## src/sv/idf_pkg.sv

```systemverilog
// ----------------------------------------------------------------------------
// idf_pkg
// Shared constants and types of the image deglitch filter.
// ----------------------------------------------------------------------------
package idf_pkg;

    localparam int DEF_MAX_WIDTH  = 1024;
    localparam int DEF_PIXEL_BITS = 8;

    // configuration port
    localparam int CFG_INDEX_W = 2;
    localparam int CFG_DATA_W  = 12;
    localparam int WIDTH_CFG_W = 11;
    localparam int THR_W       = 8;

    localparam logic [CFG_INDEX_W-1:0] REG_IMAGE_WIDTH      = 2'd0;
    localparam logic [CFG_INDEX_W-1:0] REG_IMAGE_HEIGHT     = 2'd1;
    localparam logic [CFG_INDEX_W-1:0] REG_GLITCH_THRESHOLD = 2'd2;

    localparam int RESET_WIDTH     = 30;
    localparam int RESET_HEIGHT    = 30;
    localparam int RESET_THRESHOLD = 1;

    // result fields
    localparam int OUT_ROW_W     = 12;
    localparam int OUT_COL_W     = 10;
    localparam int USER_W        = 2;
    localparam int USER_REPLACED = 0;
    localparam int USER_EOF      = 1;

    // four-neighborhood
    localparam int NB_COUNT = 4;

    localparam int MAX_RESULTS = 3;
    localparam int RES_CNT_W   = 2;

    typedef struct packed {
        logic has_out;    // row >= 1: pixel above is complete
        logic above_ok;   // row >= 2
        logic left_ok;    // col >= 1
        logic left2_ok;   // col >= 2
        logic right_ok;   // col is not the last column
        logic last_row;
        logic last_col;
    } pos_flags_t;

    typedef struct packed {
        logic                 load;
        logic [RES_CNT_W-1:0] cnt;
    } res_load_t;

endpackage

```

## src/sv/idf_out_queue.sv

```systemverilog
// ----------------------------------------------------------------------------
// idf_out_queue
// Holds the results of one input and presents them one transfer at a time.
// ----------------------------------------------------------------------------
module idf_out_queue #(
    parameter int DATA_W = 32,
    parameter int USER_W = idf_pkg::USER_W
) (
    input  logic                      clk,
    input  logic                      rst_n,
    input  idf_pkg::res_load_t        ld,
    input  logic [DATA_W-1:0]         ld_data [idf_pkg::MAX_RESULTS],
    input  logic [USER_W-1:0]         ld_user [idf_pkg::MAX_RESULTS],
    output logic                      ld_ready,
    output logic                      m_tvalid,
    input  logic                      m_tready,
    output logic [DATA_W-1:0]         m_tdata,
    output logic                      m_tlast,
    output logic [USER_W-1:0]         m_tuser
);
    import idf_pkg::*;

    logic [DATA_W-1:0]    data_reg [MAX_RESULTS];
    logic [USER_W-1:0]    user_reg [MAX_RESULTS];
    logic [RES_CNT_W-1:0] cnt_reg;
    logic [RES_CNT_W-1:0] idx_reg;
    logic                 valid_reg;
    logic                 at_last;

    assign at_last  = (idx_reg == (cnt_reg - RES_CNT_W'(1)));
    assign ld_ready = !valid_reg || (m_tready && at_last);

    always_ff @(posedge clk or negedge rst_n)
    begin
        if (!rst_n)
        begin
            valid_reg <= 1'b0;
            cnt_reg   <= '0;
            idx_reg   <= '0;
        end
        else if (ld.load)
        begin
            valid_reg <= 1'b1;
            cnt_reg   <= ld.cnt;
            idx_reg   <= '0;
        end
        else if (valid_reg && m_tready)
        begin
            if (at_last)
            begin
                valid_reg <= 1'b0;
            end
            else
            begin
                idx_reg <= idx_reg + RES_CNT_W'(1);
            end
        end
    end

    always_ff @(posedge clk)
    begin
        if (ld.load)
        begin
            data_reg <= ld_data;
            user_reg <= ld_user;
        end
    end

    assign m_tvalid = valid_reg;
    assign m_tdata  = data_reg[idx_reg];
    assign m_tuser  = user_reg[idx_reg];
    assign m_tlast  = at_last;

endmodule

```

## config.mk

```make
export PLATFORM = sky130hd
export DESIGN_NAME = idf_out_queue
export DESIGN_NICKNAME = d
export VERILOG_FILES = /design/src/sv/idf_pkg.sv /design/src/sv/idf_out_queue.sv
export SDC_FILE = /design/constraint.sdc
export NUM_CORES = 1
export LEC_CHECK = 0
export BUFFER_PORTS_ARGS = -buffer_cell sky130_fd_sc_hd__buf_2
export CAP_MARGIN = 20
export CORE_AREA = 2 2 90 101
export DETAILED_ROUTE_END_ITERATION = 8
export DIE_AREA = 0 0 92 103
export PLACE_DENSITY = 0.8
export SYNTH_ARGS = -nofsm -noshare
export SYNTH_HDL_FRONTEND = slang
export SYNTH_SLANG_ARGS = --single-unit
export TNS_END_PERCENT = 100
```

## constraint.sdc

```tcl
create_clock -name clk -period 1.7 [get_ports clk]
set_clock_uncertainty 0.05 [all_clocks]
set_input_delay 0.17 -clock clk [delete_from_list [all_inputs] [get_ports clk]]
set_output_delay 0.17 -clock clk [all_outputs]
set_load 0.05 [all_outputs]
```

==> impl_metrics.toml, run 1 <==
[clock_tree]
post_cts_resized = 58
clock_path_buffers = 2
cts_buffers = 9
cts_max_level = 3
postCtsSetupBuffers = 0
cts_root_buffer = "clkbuf_8"
ctsHoldBuffers = 105
cts.sinks = 107

[synthesis]
ys_seq_elements = 107
postSynthCellCount = 241
synth.distinct_cells = 24
syn_avg_cell_area_um2 = 16.8
syn_nets = 349
yosysSeqAreaShare = 0.787
synth_area_um2 = 4050
ys_warn_count = 0

[run_status]
status = "did not finish"
lastStage = "4_1_cts"
tool.error = "[ERROR RSZ-0060] Max buffer count reached."

[placed_design]
gp_congestion = 0.760
dp_slack_ns = 0.146
io_buffers = 144
dp_hpwl_mm = 5.79

[floorplanning]
dieHeight_um = 103
rows = 36
die_x_um = 92
ios = 145
initial_core_util = 0.473
==> through the flow <==
| step | std cells | cell area [um^2] |
|---|---|---|
| floorplan | 241 | 4140 |
| global placement | 504 | 5110 |
| detailed placement | 504 | 5110 |
==> synth_stat cells <==
cell type / n / area share
edfxtp_1: 102 / 0.76
mux2i_1: 35 / 0.087
nand2_1: 35 / 0.032
o21ai_1: 20 / 0.025
o21ai_0: 14 / 0.017
buf_4: 7 / 0.013
dfrtp_1: 5 / 0.031
clkbuf_1: 3 / 0.0028
buf_2: 2 / 0.0025
mux2_2: 2 / 0.0056
nand2b_1: 2 / 0.0031
nand3_1: 2 / 0.0025
a2111oi_1: 1 / 0.0025
a21boi_1: 1 / 0.0019
a21oi_1: 1 / 0.0012
a31o_1: 1 / 0.0022
a31oi_1: 1 / 0.0015
and3_1: 1 / 0.0015
nand3b_1: 1 / 0.0019
nand4b_1: 1 / 0.0022
nor2b_1: 1 / 0.0015
or3_1: 1 / 0.0015
or3b_1: 1 / 0.0022
xnor2_1: 1 / 0.0022
==> cells by family after synthesis <==
| logic type | synth area share |
|---|---|
| DFF | 0.787 |
| buffers and inverters | 0.0182 |
| AOI/OAI and AO/OA | 0.0513 |
| muxes | 0.0921 |
| and+or+nand+nor | 0.0488 |
| xor gates and xnor gates | 0.00216 |
==> run 2: changes to the inputs <==
- CORE_AREA: 2 2 90 101 -> 2 2 104 106
- DIE_AREA: 0 0 92 103 -> 0 0 106 108
- PLACE_DENSITY: 0.8 -> unset
- PLACE_DENSITY_LB_ADDON: unset -> 0.15
==> impl_metrics.toml, run 2 <==
[run_status]
status = "finished with violations"
violations = "setup timing"

[floorplanning]
ios = 145
core_area_um2 = 10200
dieHeight_um = 108
rows = 37
die_x_um = 106
initial_core_util = 0.396
die_area_um2 = 11400

[timing]
setup_viol = 36
rsz0062_at_grt = "true"
fin_tns_setup_ns = -4.23
setup_ws_ns = -0.183
tightest_slew_ns = 0.465
final-hold-violation-count = 0
holdWs_ns = 0.0966
slew_viol_final = 0
min_period_over_period = 1.11
max_slew_margin = 0.690
clock.fmax_mhz = 531
period_minus_slack_ns = 1.88

[finish]
layout_common_cells = "107 x buf_2, 105 x dlygate4sd3_1, 102 x edfxtp_1"
layout.nets = 622
multi_input_area_um2 = 1010
largest_register_ffs = 96
final_util = 0.665
n_fill_cell = 749
regArea_um2 = 3190
diodes = 0
drive_gt1_frac = 0.462
layout_commonest_cell = "buf_2"
areaGrowthSynthToFinish_pct = 68.1

[synthesis]
synthTopCellsByCount = "102 x edfxtp_1, 35 x mux2i_1, 35 x nand2_1"
synth_flop_cell = "edfxtp_1"
synth_top_area_frac = 0.756
synth.distinct_cells = 24
yosysTopAreaCell = "edfxtp_1"
async_reset_ff_frac = 0.0467
yosysSeqAreaShare = 0.787
postSynthCellCount = 241
ys_warn_count = 0
synth_area_um2 = 4050
syn_nets = 349
ys_seq_elements = 107
yosys-top-cells-area = "edfxtp_1 76%, mux2i_1 8.7%, nand2_1 3.2%, dfrtp_1 3.1%, o21ai_1 2.5%"
synth_edf_count = 102
syn_avg_cell_area_um2 = 16.8
yosysMostFrequentCell = "edfxtp_1"

[setup_path]
critical-path-top-delay-family = "simple AND/OR/NAND/NOR gates"
end_kind = "primary output"
critPathMaxStageDelay_ns = 0.49
cp_data_required_time_ns = 1.48
worstSetupPathType = "reg2out"
arrival_ns = 1.66
crit_chain = "xnor2_2 > or3b_4 > nand3_2 > buf_8"
startpoint_type = "flop"
critical_path_buf_inv_count = 1
crit_fanout = 5
slowest_stage = "dfrtp_2"

[grt]
antenna_found_initial = 0
gr-total-overflow = 0
grt_pass1_wl_mm = 15.3
grt_util_all_layers = 0.177
grt_max_degree = 35
grt_pass1_vias = 3232

[detailed_routing]
wire_per_inst_um = 15.5
route.vias.total = 3067
wl_mm = 10.2
drtIter0Drc = 107
dr.pass1.iters = 5
viasPerCell = 4.68
postRouteAntennaNets = 0
drc_errors = 0

[pwr]
p_per_area_nw_per_um2 = 980
leakage_nw = 2.69
vdd_ir_drop_max_mv = 0.488

[clock_tree]
cts_root_buffer = "clkbuf_8"
path_clk_slew_ns = 0.10
clock_path_buffers = 2
cts.sinks = 107
clk_latency_ns = 0.36
cts_buffers = 9
cts_max_level = 3
cts_tree = "yes"

[hold_path]
min-delay-path-class = "in2async"

[placed_design]
dp_hpwl_mm = 5.79
gp_congestion = 0.736
io_buffers = 144

[run]
cap_violations = 0
## run 2: cell counts after synthesis
No cell type changed its count.
## run 2: final timing paths
check | start | end | slack [ns] | cells past startpoint
min in group clk | m_tready | idx_reg[0]$_DFFE_PN0P_ | 0.13 | 3
max | idx_reg[1]$_DFFE_PN0P_ | ld_ready | -0.18 | 4
min | rst_n | cnt_reg[1]$_DFFE_PN0P_ | 0.1 | 2
min reg2reg | cnt_reg[0]$_DFFE_PN0P_ | idx_reg[0]$_DFFE_PN0P_ | 0.55 | 2
max in group asynchronous | rst_n | idx_reg[0]$_DFFE_PN0P_ | 1.34 | 2
max reg2reg | idx_reg[1]$_DFFE_PN0P_ | m_tvalid$_DFFE_PN0P_ | 0.16 | 4
## run 2: cell type report
cell class | instances | area share
Clock buffer | 10 | 0.0187
Clock inverter | 6 | 0.00882
Multi-Input combinational cell | 122 | 0.148
Sequential cell | 107 | 0.469
Tap cell | 136 | 0.0250
Timing Repair Buffer | 274 | 0.331
## run 2: what timing repair did
| item | in CTS | in global routing |
|---|---|---|
| buffers inserted | 4 | 1 |
| gates cloned | 0 | 3 |
| endpoints found under the hold margin | 109 | 0 |
| hold buffers | 105 | 0 |
| pin swaps | 1 | 7 |
| endpoints found under the setup margin | 36 | 36 |
| gates resized for setup | 57 | 44 |
## run 2: metal layers
layer	GRT usage	routed length [um]	vias to the layer above
li1	-	-	1467
met1	0.201	4000	1471
met2	0.322	5450	116
met3	0.0410	555	13
met4	0.0742	155	0
met5	0	0	-
## run 2: logic make-up after synthesis
logic type                count (synthesis)  share of synthesized area
buffers and inverters                    12                     0.0182
DFF                                     107                      0.787
muxes                                    37                     0.0921
AOI/OAI and AO/OA                        39                     0.0513
and+or+nand+nor                          45                     0.0488
xor gates and xnor gates                  1                    0.00216
## run 2: worst reg2reg max path, stage by stage (launching register included)
cell and delay, ns:
dfrtp_2 0.49, xnor2_2 0.17, or3b_4 0.39, buf_4 0.14
a31o_1 0.20
## run 2: power by group
group / switching, mW / internal (mW) / total, mW
Sequential: 0.0765 / 3.12 / 3.19
Clock: 0.914 / 0.568 / 1.48
Combinational: 1.14 / 0.851 / 2.00
## run 2: per-stage QoR
stage	power [mW]	instance area [um^2]	setup WS (ns)	std cells
global route	6.95	6810	-0.237	655
CTS	6.56	6580	-0.181	651
floorplan	4.22	4140	-0.0814	241
detailed placement	4.70	5140	0.131	526
finish	6.67	6810	-0.183	655
global placement	4.68	5140	0.147	526
Note: power is estimated with default switching activity, not from simulation.
==> run 3: changes to the inputs <==
- PLACE_DENSITY: unset -> 0.74
- PLACE_DENSITY_LB_ADDON: 0.15 -> unset
==> impl_metrics.toml, run 3 (synthesis gave the netlist of run 2 again) <==
[run_status]
status = "finished with violations"
violations = "setup timing"

[setup_path]
arrival_ns = 1.68
regToRegEndpoint = "idx_reg[1]$_DFFE_PN0P_"
crit_fanout = 5
worstSetupPathType = "reg2out"
r2r-start = "idx_reg[0]$_DFFE_PN0P_"
rr_worst_depth = 5
r2r_slack_ns = 0.16
startpoint_type = "flop"
end_kind = "primary output"
cp_data_required_time_ns = 1.48

[timing]
setup_ws_ns = -0.198
slew_viol_final = 0
setup_viol = 36
final-hold-violation-count = 0
period_minus_slack_ns = 1.90
rsz0062_at_grt = "true"
fin_tns_setup_ns = -4.40
max_slew_margin = 0.611
clock.fmax_mhz = 527
min_period_over_period = 1.12
tightest_slew_ns = 0.584

[clock_tree]
cts.sinks = 107
path_clk_slew_ns = 0.10
cts_buffers = 9
clock_path_buffers = 2
cts_root_buffer = "clkbuf_8"
cts_tree = "yes"
cts_max_level = 3
clk_latency_ns = 0.36

[finish]
regArea_um2 = 3190
diodes = 0
drive_gt1_frac = 0.455
multi_input_area_um2 = 1010
final_cell_count_no_fill = 653
layout.nets = 620
n_fill_cell = 658
areaGrowthSynthToFinish_pct = 70.1
largest_register_ffs = 96
layout_common_cells = "107 x buf_2, 105 x dlygate4sd3_1, 102 x edfxtp_1"
layout_commonest_cell = "buf_2"

[grt]
grt_pass1_vias = 3372
grt_max_degree = 46
gr-total-overflow = 0
grt_pass1_wl_mm = 17.7
antenna_found_initial = 0
grt_util_all_layers = 0.209

[detailed_routing]
viasPerCell = 4.78
wl_mm = 11.5
wire_per_inst_um = 17.6
postRouteAntennaNets = 0
route.vias.total = 3123
drtIter0Drc = 144
dr.pass1.iters = 5
drc_errors = 0

[hold_path]
min-delay-path-class = "in2async"

[floorplanning]
ios = 145
core_area_um2 = 10200
rows = 37
die_x_um = 106
initial_core_util = 0.396
dieHeight_um = 108
die_area_um2 = 11400

[placed_design]
gp_congestion = 0.712
io_buffers = 144
dpl.cell_count = 522
dp_hpwl_mm = 5.80

[pwr]
vdd_ir_drop_max_mv = 0.666
p_per_area_nw_per_um2 = 996
leakage_nw = 2.72

[run]
cap_violations = 0
==> run 3: cell count changes in the layout (fill, tap and decap cells not counted), moves of 4 or more <==
cell,before,now
buf_4,27,12
buf_16,0,4
buf_6,26,38
o21ai_1,2,7
o21ai_2,32,26
==> run 3: final cells by class <==
| type | count | share of cell area |
|---|---|---|
| clock inverter | 7 | 0.0111 |
| clock buffer | 9 | 0.0180 |
| sequential | 107 | 0.463 |
| multi-input combinational | 122 | 0.147 |
| tap | 136 | 0.0247 |
| timing repair buffer | 272 | 0.336 |
==> run 3: how the worst max path moves through the flow <==
stage,start,to,slack (ns)
floorplan,idx_reg[1]$_DFFE_PN0P_,m_tdata[0],-0.08
global placement,idx_reg[1]$_DFFE_PN0P_,ld_ready,0.14
detailed placement,idx_reg[1]$_DFFE_PN0P_,ld_ready,0.11
CTS,idx_reg[1]$_DFFE_PN0P_,ld_ready,-0.20
global route,idx_reg[1]$_DFFE_PN0P_,m_tdata[18],-0.28
finish,idx_reg[1]$_DFFE_PN0P_,ld_ready,-0.20
==> run 3: routing by layer <==
layer	vias up	GRT usage	share of wire
met5	-	0	0
met4	0	0.0902	0.020
met3	20	0.0506	0.070
met2	155	0.365	0.52
met1	1490	0.247	0.39
li1	1458	-	-
==> run 3: critical path: stages (launching register included) <==
cell and delay [ns]:
dfrtp_2 0.48, xnor2_2 0.20, buf_4 0.16, nand4b_1 0.18, nand3_2 0.14, buf_8 0.15
==> run 3: repair_timing <==
item                       in CTS  in global routing
buffers inserted                7                  0
setup endpoints to repair      36                 36
hold endpoints to repair      109                  0
hold buffers                  105                  0
cloned                          4                  0
pin swaps                       8                  2
gates resized for setup        93                 22
==> run 3: power by group <==
part	switching, mW	internal [mW]
clock	0.866	0.692
sequential	0.0885	3.12
combinational	1.19	0.904
total	2.15	4.71
==> run 3: per-stage QoR <==
stage	instance area [um^2]	setup WS (ns)	total power, mW	hold WS (ns)	utilization
2_1_floorplan	4140	-0.0814	4.22	-0.176	-
3_3_place_gp	5120	0.137	4.68	-0.0575	0.501
3_5_place_dp	5120	0.114	4.71	-0.0570	0.501
4_1_cts	6820	-0.198	6.82	0.0625	0.667
5_1_grt	6890	-0.277	7.12	0.0971	0.673
6_report	6890	-0.198	6.86	0.0954	0.673
==> run 4: changes to the inputs <==
- GPL_TIMING_DRIVEN: unset -> 0
- HOLD_SLACK_MARGIN: unset -> 0.05
- PLACE_DENSITY: 0.74 -> unset
- PLACE_DENSITY_LB_ADDON: unset -> 0.08
==> impl_metrics.toml, run 4 (synthesis gave the netlist of run 2 again) <==
[run_status]
status = "finished with violations"
violations = "setup timing"

[detailed_routing]
wl_mm = 10.0
drtIter0Drc = 75
dr.pass1.iters = 4
wire_per_inst_um = 15.3
postRouteAntennaNets = 0
viasPerCell = 4.59
route.vias.total = 3005
drc_errors = 0

[pwr]
p_per_area_nw_per_um2 = 966
power.internal_mw = 4.57
p_seq_frac = 0.479
swShare = 0.316
p_sw_mw = 2.11
vdd_ir_drop_max_mv = 0.760
power_frac_clock = 0.211
pwr-share-comb = 0.310
leakage_nw = 2.76

[grt]
grt_util_all_layers = 0.180
grt_max_degree = 60
gr-total-overflow = 0
grt_pass1_wl_mm = 15.6
grt_pass1_vias = 3304
antenna_found_initial = 0

[setup_path]
critPathMaxStageDelay_ns = 0.43
critical_path_buf_inv_count = 4
timing.critical_path.from = "idx_reg[1]$_DFFE_PN0P_"
arrival_ns = 1.70
worstSetupPathType = "reg2out"
slowest_stage = "dfrtp_1"
cp_data_required_time_ns = 1.48
end_kind = "primary output"
critical-path-top-delay-family = "buffers and inverters"
path_common_cell = "buf_6"
startpoint_type = "flop"
r2r-start = "idx_reg[0]$_DFFE_PN0P_"
crit_chain = "buf_6 > nor2b_4 > buf_12 > clkbuf_16 > nand2_1 > o21ai_2 > buf_6"
crit_fanout = 8

[floorplanning]
ios = 145
rows = 37
dieHeight_um = 108
die_x_um = 106
initial_core_util = 0.396
die_area_um2 = 11400
core_area_um2 = 10200

[clock_tree]
clock_path_buffers = 2
clk_latency_ns = 0.36
cts_root_buffer = "clkbuf_8"
cts_max_level = 3
cts_tree = "yes"
path_clk_slew_ns = 0.10
cts_buffers = 9
cts.sinks = 107

[timing]
min_period_over_period = 1.13
period_minus_slack_ns = 1.92
max_slew_margin = 0.560
tightest_slew_ns = 0.660
setup_ws_ns = -0.217
slew_viol_final = 0
final-hold-violation-count = 0
rsz0062_at_grt = "true"
clock.fmax_mhz = 522
setup_viol = 36

[placed_design]
dp_slack_ns = -0.132
io_buffers = 144
gp_congestion = 0.738
dp_hpwl_mm = 5.76
dpl_cell_area_um2 = 5060

[finish]
layout_common_cells = "107 x buf_2, 105 x dlygate4sd3_1, 102 x edfxtp_1"
areaGrowthSynthToFinish_pct = 70.9
diodes = 0
largest_register_ffs = 96
final_util = 0.676
layout_commonest_cell = "buf_2"
drive_gt1_frac = 0.490
postLayoutCellArea_um2 = 6920
layout.nets = 621

[hold_path]
min-delay-path-class = "in2async"

[run]
cap_violations = 0
[run 4: cell count changes in the layout (fill, tap and decap cells not counted), moves of 3 or more]
cell	before	now
buf_6	38	42
buf_4	12	9
nand2_1	20	12
nand2_2	7	12
mux2i_2	4	8
o21ai_1	7	0
o21ai_2	26	33
mux2i_1	31	26
nand2_4	8	11
clkbuf_2	0	3
[run 4: area by class of cell]
type	count	area, um^2
fillers	722	3310
clock inverters	7	51.3
well taps	136	170
flip-flops and latches	107	3190
clock buffers	9	124
multi-input cells	122	1090
repair buffers	261	2150
plain buffers	12	138
[run 4: power by group through the flow]
stage | combinational, mW | clock [mW] | sequential, mW
floorplan | 0.990 | 0 | 3.23
global placement | 1.40 | 0 | 3.24
detailed placement | 1.42 | 0 | 3.24
CTS | 1.99 | 1.47 | 3.19
global route | 2.19 | 1.57 | 3.22
finish | 2.07 | 1.41 | 3.21
[run 4: repair_timing]
item                                    CTS  global route
gates cloned                              1             1
hold buffers                            105             0
resized for setup                       118            35
pin swaps                                12             3
endpoints found under the hold margin   109             0
endpoints found under the setup margin   36            36
buffers inserted                          8             1
[run 4: path summary, 6_finish.rpt]
| path | to | slack (ns) | depth (start not counted) |
|---|---|---|---|
| worst max-delay path | m_tdata[5] | -0.22 | 7 |
| worst min-delay path | cnt_reg[0]$_DFFE_PN0P_ | 0.09 | 2 |
| worst max register to register | idx_reg[0]$_DFFE_PN0P_ | 0.26 | 5 |
| worst min register to register | idx_reg[0]$_DFFE_PN0P_ | 0.50 | 1 |
| max in group asynchronous | cnt_reg[0]$_DFFE_PN0P_ | 1.36 | 2 |
| min in group clk | idx_reg[0]$_DFFE_PN0P_ | 0.13 | 3 |
[run 4: worst register-to-register path, stage by stage (launching register included)]
cell and delay [ns]:
dfrtp_1 0.40, buf_6 0.11, buf_4 0.17, nand2b_1 0.16, a21boi_1 0.07, a2111oi_1 0.36
[run 4: routing by layer]
layer	track usage	wire, um	part of all wire	vias up
li1	-	-	-	1461
met1	0.192	3860	0.38	1440
met2	0.341	5440	0.54	92
met3	0.0542	584	0.058	12
met4	0.0602	147	0.015	0
met5	0	0	0	-
[run 4: through the flow]
step	power [mW]	TNS, ns	cells	hold slack [ns]
floorplan	4.22	-0.325	241	-0.176
detailed placement	4.67	-3.20	522	-0.0524
finish	6.69	-6.65	654	0.0924
global route	6.98	-9.59	654	0.0813
global placement	4.64	-75.00	521	-0.0522
CTS	6.65	-7.01	652	0.0687
