[src/sv/idf_pkg.sv]
// ----------------------------------------------------------------------------
// idf_pkg
// Shared constants and types of the image deglitch filter.
// ----------------------------------------------------------------------------
package idf_pkg;

    localparam int DEF_MAX_WIDTH  = 1024;
    localparam int DEF_PIXEL_BITS = 8;

    // configuration port
    localparam int CFG_INDEX_W = 2;
    localparam int CFG_DATA_W  = 12;
    localparam int WIDTH_CFG_W = 11;
    localparam int THR_W       = 8;

    localparam logic [CFG_INDEX_W-1:0] REG_IMAGE_WIDTH      = 2'd0;
    localparam logic [CFG_INDEX_W-1:0] REG_IMAGE_HEIGHT     = 2'd1;
    localparam logic [CFG_INDEX_W-1:0] REG_GLITCH_THRESHOLD = 2'd2;

    localparam int RESET_WIDTH     = 30;
    localparam int RESET_HEIGHT    = 30;
    localparam int RESET_THRESHOLD = 1;

    // result fields
    localparam int OUT_ROW_W     = 12;
    localparam int OUT_COL_W     = 10;
    localparam int USER_W        = 2;
    localparam int USER_REPLACED = 0;
    localparam int USER_EOF      = 1;

    // four-neighborhood
    localparam int NB_COUNT = 4;

    localparam int MAX_RESULTS = 3;
    localparam int RES_CNT_W   = 2;

    typedef struct packed {
        logic has_out;    // row >= 1: pixel above is complete
        logic above_ok;   // row >= 2
        logic left_ok;    // col >= 1
        logic left2_ok;   // col >= 2
        logic right_ok;   // col is not the last column
        logic last_row;
        logic last_col;
    } pos_flags_t;

    typedef struct packed {
        logic                 load;
        logic [RES_CNT_W-1:0] cnt;
    } res_load_t;

endpackage

[src/sv/idf_judge.sv]
// ----------------------------------------------------------------------------
// idf_judge
// Glitch decision for one pixel against up to four neighbors, with the
// rounded neighbor average as replacement.
// ----------------------------------------------------------------------------
module idf_judge #(
    parameter int PIXEL_BITS = idf_pkg::DEF_PIXEL_BITS
) (
    input  logic [PIXEL_BITS-1:0]            pix,
    input  logic [PIXEL_BITS-1:0]            nb [idf_pkg::NB_COUNT],
    input  logic [idf_pkg::NB_COUNT-1:0]     nb_en,
    input  logic [idf_pkg::THR_W-1:0]        thr,
    output logic [PIXEL_BITS-1:0]            pix_out,
    output logic                             replaced
);
    import idf_pkg::*;

    localparam int SW       = PIXEL_BITS + 2;
    localparam int CMPW     = (PIXEL_BITS > THR_W) ? PIXEL_BITS : THR_W;
    localparam int NB_CNT_W = $clog2(NB_COUNT + 1);
    // floor(v/3) = (v * ceil(2^S/3)) >> S, exact for v < 2^(S-1)
    localparam int DIV_S    = SW + 1;
    localparam int PW       = SW + DIV_S;
    localparam logic [DIV_S-1:0] DIV3_K = DIV_S'(((1 << DIV_S) + 2) / 3);

    logic [SW-1:0]         sum;
    logic [NB_CNT_W-1:0]   cnt;
    logic                  all_differ;
    logic [SW-1:0]         round1;
    logic [SW-1:0]         round2;
    logic [PW-1:0]         prod3;
    logic [PIXEL_BITS-1:0] avg;

    always_comb
    begin
        logic [PIXEL_BITS-1:0] diff;
        sum        = '0;
        cnt        = '0;
        all_differ = 1'b1;
        for (int i = 0; i < NB_COUNT; i++)
        begin
            diff = (pix > nb[i]) ? (pix - nb[i]) : (nb[i] - pix);
            if (nb_en[i])
            begin
                sum = sum + SW'(nb[i]);
                cnt = cnt + NB_CNT_W'(1);
                if (CMPW'(diff) <= CMPW'(thr))
                begin
                    all_differ = 1'b0;
                end
            end
        end
        if (cnt == '0)
        begin
            all_differ = 1'b0;
        end
    end

    // half-up rounding of sum / cnt
    assign round1 = sum + SW'(1);
    assign round2 = sum + SW'(2);
    assign prod3  = PW'(round1) * PW'(DIV3_K);

    always_comb
    begin
        case (cnt)
            NB_CNT_W'(1): avg = sum[PIXEL_BITS-1:0];
            NB_CNT_W'(2): avg = round1[PIXEL_BITS:1];
            NB_CNT_W'(3): avg = prod3[DIV_S +: PIXEL_BITS];
            NB_CNT_W'(4): avg = round2[PIXEL_BITS+1:2];
            default:      avg = pix;
        endcase
    end

    assign replaced = all_differ;
    assign pix_out  = all_differ ? avg : pix;

endmodule

[config.mk]
export PLATFORM = sky130hd
export DESIGN_NAME = idf_judge
export DESIGN_NICKNAME = d
export VERILOG_FILES = /design/src/sv/idf_pkg.sv /design/src/sv/idf_judge.sv
export SDC_FILE = /design/constraint.sdc
export NUM_CORES = 1
export LEC_CHECK = 0
export BUFFER_PORTS_ARGS = -buffer_cell sky130_fd_sc_hd__buf_2
export CAP_MARGIN = 40
export CORE_UTILIZATION = 55
export DETAILED_ROUTE_END_ITERATION = 10
export GPL_TIMING_DRIVEN = 1
export PLACE_DENSITY = 0.74
export SKIP_LAST_GASP = 1
export SYNTH_ARGS = -nofsm -noshare
export SYNTH_HDL_FRONTEND = slang
export SYNTH_SLANG_ARGS = --single-unit
[constraint.sdc]
create_clock -name vclk -period 24.9
set_input_delay 1.245 -clock vclk [all_inputs]
set_output_delay 1.245 -clock vclk [all_outputs]
set_load 0.05 [all_outputs]
Word level (Yosys, flattened, before mapping)
Cells that the tools add are included.
- register bits after elaboration: 0
- logic and storage cells: 53
- input port bits: 52
- equal/unequal tests: 4
- order comparisons: 8
- reductions and logical operators: 1
- $add $sub $neg: 16
- multiply operators: 1
- multiplexer cells: 23
- operator list (cell ; number):
    $sub 8x8->8 ; 8
    $mux 8 ; 6
    $gt 8x8->1 ; 4
    $le 8x8->1 ; 4
    $pmux 8 s4 ; 1
    $add 10x8->10 ; 3
    $mux 10 ; 3
    $mul 10x10->19 const B ; 1
    $add 10x1->10 const B ; 1
    $add 10x2->10 const B ; 1
    $mux 1 ; 10
    $add 3x1->3 const B ; 3
    $mux 3 ; 3
    $eq 3x2->1 const B ; 2
    $eq 3x1->1 const B ; 1
    $eq 3x3->1 const B ; 1
    $logic_not 3->1 ; 1

Logic depth before layout (Yosys ltp)
Gate-level depths: netlist of the first run.
- word-level depth: 13
- gate-level depth with buffers: 45
- gate-level depth less buffers: 43

Least setup slack after synthesis of the first run
Ideal clock, no wire load.
- path type: input to output
- start point: input nb_en[0] (netlist bit)
- end point: output pix_out[5]
- arrival: 10.866 ns
- buffers on the path: 1
- slack: 12.789 ns
- cell stages on the path: 41
- required time: 23.655 ns
- cell sequence: buf_2 inv_1 nor2_1 ha_1 inv_1 fa_1 nor2b_4 o311ai_2 a211o_1 and3_1 nor2_1 inv_1 ha_1 a21o_1 a31oi_1 xnor2_1 a21o_1 or2_2 [... 5 more ...] ha_1 ha_1 inv_1 fa_1 inv_1 fa_1 inv_1 fa_1 inv_1 ha_1 a2111oi_0 o211ai_1 a41o_1 a211oi_1 xnor2_1 a22o_1 a221oi_1 o21ai_0
- longest elaborated chain between the ends: 11
- RTL lines (what ; line ; text):
    from (decl) ; idf_judge.sv:11 ; input logic [idf_pkg::NB_COUNT-1:0] nb_en,
    $mux 8 ; idf_judge.sv:43 ; if (nb_en[i])
    $add 10x8->10 ; idf_judge.sv:45 ; sum = sum + SW'(nb[i]);
    $mux 10 ; idf_judge.sv:43 ;
    $add 10x8->10 ; idf_judge.sv:45 ;
    $mux 10 ; idf_judge.sv:43 ;
    $add 10x8->10 ; idf_judge.sv:45 ;
    $mux 10 ; idf_judge.sv:43 ;
    $add 10x1->10 ; idf_judge.sv:60 ; assign round1 = sum + SW'(1);
    $mul 10x10->19 ; idf_judge.sv:62 ; assign prod3 = PW'(round1) * PW'(DIV3_K);
    $pmux 8 s4 ; idf_judge.sv:66 ; case (cnt)
    $mux 8 * ; idf_judge.sv:76 ; assign pix_out = all_differ ? avg : pix;
    to (decl) ; idf_judge.sv:13 ; output logic [PIXEL_BITS-1:0] pix_out,
Every way passes the cells marked *; elsewhere a longest branch is shown, timed or not.

Final worst setup path of the first run
- start point: input nb_en[0] (netlist bit)
- end point: output pix_out[6]
Same word-level chain as after synthesis.

==> results_dict.tcl, run 1 <==
set metrics [dict create \
    synth_xor_area_frac 0.07797 \
    number_of_antenna_violations_at_the_first_check_in_global_routing 0 \
    die_wd_um 115.3 \
    maximum_number_of_pins_on_one_net_before_global_route_repair 28 \
    synth_top_family_by_area "adder cells" \
    hold_viol_final 0 \
    synthesis.area_mm2 0.007061 \
    setup_viol_count_final 0 \
    worst_slew_pin_slew_ns 0.6716 \
    grt.overflow.total 0 \
    place.port_buffers 61 \
    n_clock_buffer 0 \
    required_ns 23.65 \
    layout_min_cycle_time_ns 12.64 \
    remaining_drc_errors 0 \
    vertical_extent_of_the_die_um 115.3 \
    worst_ir_drop_vdd_mv 0.1890 \
    critical-path-slowest-cell "sky130_fd_sc_hd__fa_1" \
    first_iter_violations 420 \
    post_cts_resize_count 0 \
    area.sequential_um2 0 \
    synthesized_instance_count 894 \
    final_net_count 1198 \
    layout.sequential_cells 0 \
    setup_crit_start_kind "primary input" \
    die-area_mm2 0.01329 \
    fin_tns_setup_ns 0 \
    timing.critical_path.arrival_ns 11.39 \
    worst_hold_path_type "primary input to primary output" \
    synth.avg_cell_area_um2 7.898 \
    max_slew_margin 0.5523 \
    dr.pass1.iters 5 \
    synth.net_count 1157 \
    clock.fmax_mhz 79.14 \
    vias_per_cell 5.981 \
    synth.distinct_cells 70 \
    synth_simple_gate_area_share 0.1487 \
    synthMuxAreaShare 0.05369 \
    core_area_mm2 0.01257 \
    fp-row-count 41 \
    grt_pass1_wl_um 31110 \
    globalplace.congestion 0.9607 \
    final_common_cell "sky130_fd_sc_hd__ha_1" \
    start_util 0.5618 \
    rsz_0062_raised_after_global_routing "false" \
    timing.critical_path.fanout_max 18 \
    outcome "finished, final reports clean" \
    finalMaxSlewViolations 0 \
    power_density_mw_per_mm2 122.8 \
    leakage_nw 3.839 \
    final_cell_mix "sky130_fd_sc_hd__ha_1, sky130_fd_sc_hd__inv_1, sky130_fd_sc_hd__buf_2, sky130_fd_sc_hd__a21oi_1" \
    postCtsHoldBufs 0 \
    io_pins 61 \
    max_cap_violations 0 \
    grt_util_all_layers 0.2969 \
    finalWirelength_um 19380 \
    critical-path-max-stage-delay_ns 0.53 \
    drt.antenna.violating_nets 0 \
    yosysWarnings 0 \
    period_share 0.5074 \
    crit_path_end_kind "primary output" \
    antenna-diode-count 0 \
    synth-compound-area-share 0.2355 \
    drive_above_1_share 0.09218 \
    hpwl_um 16510 \
    yosys.area_share.adder 0.4079 \
    via_count_of_the_first_global_routing_pass 6178 \
    place_area_mm2 0.007497 \
    route.detailed.wl_per_inst_um 17.53 \
    post-route-cell-area_mm2 0.007497 \
    flow.area_growth_from_synthesis_pct 6.185 \
    synth_sequential_area_ratio 0 \
    route.vias.total 6609 \
    cts.repair_timing.setup_buffer_count 0 \
    worst-setup-path-type "primary input to primary output" \
]
==> cell families after synthesis <==
logic type               count (synthesis)
adder cells (fa/ha/maj)                211
AO/OA/AOI/OAI                          242
XOR/XNOR                                62
AND/OR/NAND/NOR                        200
buffers and inverters                  142
multiplexers                            37
==> worst paths after layout <==
kind,depth (start not counted),start,to,slack (ns)
max,41,nb_en[0],pix_out[6],12.26
min,4,pix[7],pix_out[7],3.03
==> synthesized netlist by cell type, types with 14 or more instances <==
cell	number	area, µm²
sky130_fd_sc_hd__nand2b_1	14	87.58
sky130_fd_sc_hd__o21a_1	20	150.1
sky130_fd_sc_hd__nand2_1	47	176.4
sky130_fd_sc_hd__mux2i_1	30	300.3
sky130_fd_sc_hd__nor2_1	42	157.7
sky130_fd_sc_hd__a221oi_1	17	148.9
sky130_fd_sc_hd__nor2b_1	23	143.9
sky130_fd_sc_hd__nand4_1	18	112.6
sky130_fd_sc_hd__o21ai_0	47	235.2
sky130_fd_sc_hd__xor2_1	15	131.4
sky130_fd_sc_hd__a211oi_1	16	120.1
sky130_fd_sc_hd__a21o_1	20	150.1
sky130_fd_sc_hd__ha_1	179	2240
sky130_fd_sc_hd__a21oi_1	52	260.3
sky130_fd_sc_hd__clkbuf_1	15	56.30
sky130_fd_sc_hd__inv_1	117	439.2
sky130_fd_sc_hd__xnor2_1	46	402.9
sky130_fd_sc_hd__fa_1	32	640.6
==> critical path, delay by kind of cell <==
family / cells / cell delay [ns]
xor gates and xnor gates: 2 / 0.63
AOI/OAI and AO/OA: 12 / 3.66
adders and majority gates: 10 / 3.71
buffers and inverters: 8 / 1.01
and+or+nand+nor: 9 / 1.11
==> area by class of cell <==
class	count	area, µm²
timing repair buffer	62	312.8
inverter	119	446.7
fill	1181	5071
multi-input combinational	752	6523
tap	172	215.2
==> per-layer routing <==
layer	GRT usage	wire [µm]	vias to the layer above
met3	0.01845	1295	22
met2	0.4918	8524	212
met1	0.4226	9121	3069
met5	0	0	-
li1	-	-	3306
met4	0.06147	433	0
==> report_power, final <==
| part | switching [W] | internal, W |
|---|---|---|
| Sequential | 0 | 0 |
| Combinational | 0.000514 | 0.000407 |
| Clock | 0 | 0 |
==> metrics by stage <==
step	instances	util	hold WS (ns)	setup WS [ns]	total power [W]
2_1_floorplan	894	-	2.798	12.79	0.0007301
3_3_place_gp	1104	0.5959	3.013	12.56	0.0009014
3_5_place_dp	1105	0.5965	3.008	12.32	0.0009139
4_1_cts	1105	0.5965	3.010	12.32	0.0009241
5_1_grt	1105	0.5965	3.031	11.38	0.001065
6_report	1105	0.5965	3.026	12.26	0.0009207
Power figures use the tool's default switching activity.
==> run 2: changes to the inputs <==
==> constraint.sdc (replaced) <==
create_clock -name vclk -period 12.4
set_input_delay 0.62 -clock vclk [all_inputs]
set_output_delay 0.62 -clock vclk [all_outputs]
set_load 0.05 [all_outputs]
==> run 2 against run 1 <==
Critical path depth stayed put. Final cell count hardly changed. Combinational power is 100% higher. Via count is 0.86% higher. Cell area is 0.10% higher. Wire length is 2.6% higher. Worst setup slack worse by 11 ns. Count of clock-buffer cells in the layout stayed put. Core utilization is 0.060 points higher.
==> results_dict.tcl, run 2 (synthesis results as in run 1) <==
set metrics [dict create \
    outcome "finished, final reports clean" \
    max_slew_margin 0.5527 \
    vias_per_cell 6.027 \
    setup_viol_count_final 0 \
    final_cell_mix "sky130_fd_sc_hd__ha_1, sky130_fd_sc_hd__inv_1, sky130_fd_sc_hd__buf_2, sky130_fd_sc_hd__a21oi_1" \
    clock.fmax_mhz 87.35 \
    critical-path-slowest-cell "sky130_fd_sc_hd__a2111oi_4" \
    timing.hold.ws_ns 1.780 \
    maximum_number_of_pins_on_one_net_before_global_route_repair 28 \
    finalMaxSlewViolations 0 \
    postCtsHoldBufs 0 \
    start_util 0.5618 \
    remaining_drc_errors 0 \
    worst_ir_drop_vdd_mv 0.4014 \
    layout.sequential_cells 0 \
    timing.critical_path.fanout_max 18 \
    cts.repair_timing.setup_buffer_count 0 \
    fin_tns_setup_ns 0 \
    post_cts_resize_count 0 \
    dr.pass1.iters 5 \
    first_iter_violations 384 \
    power_density_mw_per_mm2 249.4 \
    area.sequential_um2 0 \
    grt_util_all_layers 0.3076 \
    final_common_cell "sky130_fd_sc_hd__ha_1" \
    max_cap_violations 0 \
    timing.critical_path.arrival_ns 10.83 \
    final_net_count 1199 \
    p_comb_frac 1.000 \
    net-switching-power_w 0.001049 \
    worst-setup-path-type "primary input to primary output" \
    hpwl_um 16770 \
    core_area_mm2 0.01257 \
    critical-path-max-stage-delay_ns 0.53 \
    route.detailed.wl_per_inst_um 17.97 \
    n_clock_buffer 0 \
    power.clock.fraction 0 \
    setup_crit_start_kind "primary input" \
    crit_path_end_kind "primary output" \
    grt.overflow.total 0 \
    worst_hold_path_type "primary input to primary output" \
    via_count_of_the_first_global_routing_pass 6344 \
    drive_above_1_share 0.09315 \
    period_share 0.9232 \
    antenna-diode-count 0 \
    leakage_nw 3.844 \
    die_wd_um 115.3 \
    route.vias.total 6666 \
    number_of_antenna_violations_at_the_first_check_in_global_routing 1 \
    die-area_mm2 0.01329 \
    fp-row-count 41 \
    vertical_extent_of_the_die_um 115.3 \
    finalWirelength_um 19880 \
    internal_power_w 0.0008226 \
    grt_pass1_wl_um 32170 \
    post-route-cell-area_mm2 0.007505 \
    worst_slew_pin_slew_ns 0.6640 \
    io_pins 61 \
    sequentialPowerShare 0 \
    place_area_mm2 0.007505 \
    drt.antenna.violating_nets 0 \
    rsz_0062_raised_after_global_routing "false" \
    required_ns 11.78 \
    n_fill_cell 1216 \
    flow.area_growth_from_synthesis_pct 6.291 \
    netSwitchingFraction 0.5606 \
    globalplace.congestion 0.9748 \
    layout_min_cycle_time_ns 11.45 \
    hold_viol_final 0 \
    place.port_buffers 61 \
]
## run 2: layer usage
layer	part of all wire	vias up	track usage	routed length [µm]
li1	-	3296	-	-
met1	0.46	3119	0.4283	9182
met2	0.43	214	0.4946	8613
met3	0.070	35	0.03321	1386
met4	0.034	2	0.09870	684
met5	0.00055	-	0	11
## run 2: per-stage QoR
stage | setup WS, ns | power (W) | utilization | instances
2_1_floorplan | 1.539 | 0.001466 | - | 894
3_3_place_gp | 1.374 | 0.001814 | 0.5965 | 1105
3_5_place_dp | 1.058 | 0.001840 | 0.5971 | 1106
4_1_cts | 1.051 | 0.001870 | 0.5971 | 1106
5_1_grt | 0.05799 | 0.002162 | 0.5971 | 1106
6_report | 0.9522 | 0.001872 | 0.5971 | 1106
## run 2: worst max-delay path, delay by kind of cell
family                     cells  cell delay [ns]
adders and majority gates     10             3.72
and+or+nand+nor                9             1.11
buffers and inverters          8             1.01
xor gates and xnor gates       2             0.65
AOI/OAI and AO/OA             12             3.67
## run 2: cell type report
cell class / instances / area [µm²] / area share
well taps: 172 / 215.2 / 0.02868
multi-input cells: 752 / 6523 / 0.8691
repair buffers: 63 / 320.3 / 0.04268
inverters: 119 / 446.7 / 0.05952
## run 2: power by group through the flow
| stage | logic (W) | clock network [W] | registers (W) |
|---|---|---|---|
| CTS | 0.00187 | 0 | 0 |
| global route | 0.00216 | 0 | 0 |
| global placement | 0.00181 | 0 | 0 |
| finish | 0.00187 | 0 | 0 |
| floorplan | 0.00147 | 0 | 0 |
| detailed placement | 0.00184 | 0 | 0 |
## run 2: path summary, 6_finish.rpt
path,slack (ns),cells past startpoint,to,from
hold / removal,1.78,4,pix_out[7],pix[7]
setup / recovery,0.95,41,pix_out[6],nb_en[0]
==> run 3: changes to the inputs <==
==> constraint.sdc (replaced) <==
create_clock -name vclk -period 12.4
set_input_delay 2.48 -clock vclk [all_inputs]
set_output_delay 2.48 -clock vclk [all_outputs]
set_load 0.05 [all_outputs]
==> run 3 against run 2 <==
The run now ends with negative setup slack left. Non-clock buffer count increased by 184. Core utilization grew 19 points. Count of clock-buffer cells in the layout stayed put. Largest cell class unchanged. Die area stayed put. Cell area grew 32%. Via count grew 20%. Critical path type unchanged. Sequential share of layout area unchanged. Critical endpoint is now pix_out[5].
==> results_dict.tcl, run 3 (synthesis results as in run 1) <==
set metrics [dict create \
    outcome "finished with violations" \
    failed_checks "negative setup slack" \
    rsz_0062_raised_after_global_routing "true" \
    critical-path-max-stage-delay_ns 0.74 \
    max_cap_violations 0 \
    n_clock_buffer 0 \
    worst-setup-path-type "primary input to primary output" \
    n_fill_cell 808 \
    max_slew_margin 0.5030 \
    io_pins 61 \
    flow.area_growth_from_synthesis_pct 40.17 \
    core_area_mm2 0.01257 \
    number_of_antenna_violations_at_the_first_check_in_global_routing 0 \
    layout_min_cycle_time_ns 13.76 \
    drive_above_1_share 0.3363 \
    vertical_extent_of_the_die_um 115.3 \
    grt.overflow.total 0 \
    route.detailed.wl_per_inst_um 20.55 \
    required_ns 9.92 \
    final_cell_mix "sky130_fd_sc_hd__buf_4, sky130_fd_sc_hd__ha_1, sky130_fd_sc_hd__inv_1, sky130_fd_sc_hd__buf_2, sky130_fd_sc_hd__nand2_1" \
    dr.pass1.iters 8 \
    utilization 0.7875 \
    area.sequential_um2 0 \
    period_share 1.109 \
    hold_viol_final 0 \
    setup_ws_ns -1.356 \
    setup_crit_start_kind "primary input" \
    grt_pass1_wl_um 37380 \
    via_count_of_the_first_global_routing_pass 7533 \
    final_common_cell "sky130_fd_sc_hd__buf_4" \
    postCtsHoldBufs 0 \
    grt_util_all_layers 0.3611 \
    start_util 0.5618 \
    fp-row-count 41 \
    crit_path_frequent_cell "sky130_fd_sc_hd__buf_4" \
    final_net_count 1383 \
    finalWirelength_um 26510 \
    vias_per_cell 6.201 \
    drt.antenna.violating_nets 0 \
    crit_path_end_kind "primary output" \
    die-area_mm2 0.01329 \
    remaining_drc_errors 0 \
    globalplace.congestion 0.9793 \
    layout.sequential_cells 0 \
    hpwl_um 19200 \
    antenna-diode-count 0 \
    worst_hold_path_type "primary input to primary output" \
    finalMaxSlewViolations 0 \
    clock.fmax_mhz 72.70 \
    first_iter_violations 762 \
    timing.critical_path.arrival_ns 11.28 \
    place.port_buffers 61 \
    route.vias.total 7999 \
    timing.critical_path.fanout_max 4 \
    die_wd_um 115.3 \
    setup_viol_count_final 8 \
    maximum_number_of_pins_on_one_net_before_global_route_repair 27 \
    critical-path-slowest-cell "sky130_fd_sc_hd__fa_1" \
    worst_slew_pin_slew_ns 0.7401 \
    timing.hold.ws_ns 5.449 \
]
## run 3: changes by cell type in the layout (fill, tap and decap cells not counted), sizes merged
cell | previous run | this run
buf | 63 | 247
## run 3: area by class of cell
cell class                 instances  area, µm²  share of cell area
timing repair buffer             247       1810              0.1829
multi-input combinational        752       7412              0.7489
inverter                         119      459.2             0.04640
tap                              172      215.2             0.02174
## run 3: path summary, 6_finish.rpt
path,start,to,slack [ns],cells after the start
worst max-delay path,nb[24],pix_out[5],-1.36,39
worst min-delay path,pix[7],pix_out[7],5.45,4
## run 3: timing repair
item                       CTS  global route
cloned                       0             0
resized for setup           71            64
setup endpoints to repair    8             8
pin swaps                   63            39
buffers inserted            13            14
## run 3: per-stage QoR
step / instance area [µm²] / cells / setup TNS [ns] / worst slack [ns]
global route: 9897 / 1290 / -11.15 / -1.731
detailed placement: 9029 / 1265 / -9.469 / -1.325
global placement: 9014 / 1264 / -8.180 / -1.156
CTS: 9472 / 1276 / -5.914 / -0.8638
finish: 9897 / 1290 / -8.730 / -1.356
floorplan: 7390 / 894 / -4.987 / -0.8721
## run 3: worst max-delay path, delay by kind of cell
family | cells | cell delay [ns]
compound gates | 11 | 2.54
xor+xnor | 3 | 0.51
fa+ha+maj | 10 | 3.65
buf+inv | 10 | 1.18
simple gates | 5 | 0.90
## run 3: layer usage
metal / global-route usage / wire length (µm)
met1: 0.4302 / 9968
met2: 0.6519 / 12870
met3: 0.03585 / 2066
met4: 0.1636 / 1603
met5: 0 / 0
Power of run 3 is left out: the tool's default activity adds up to more than one toggle a clock period on the data nets, which glitch-free logic cannot reach.
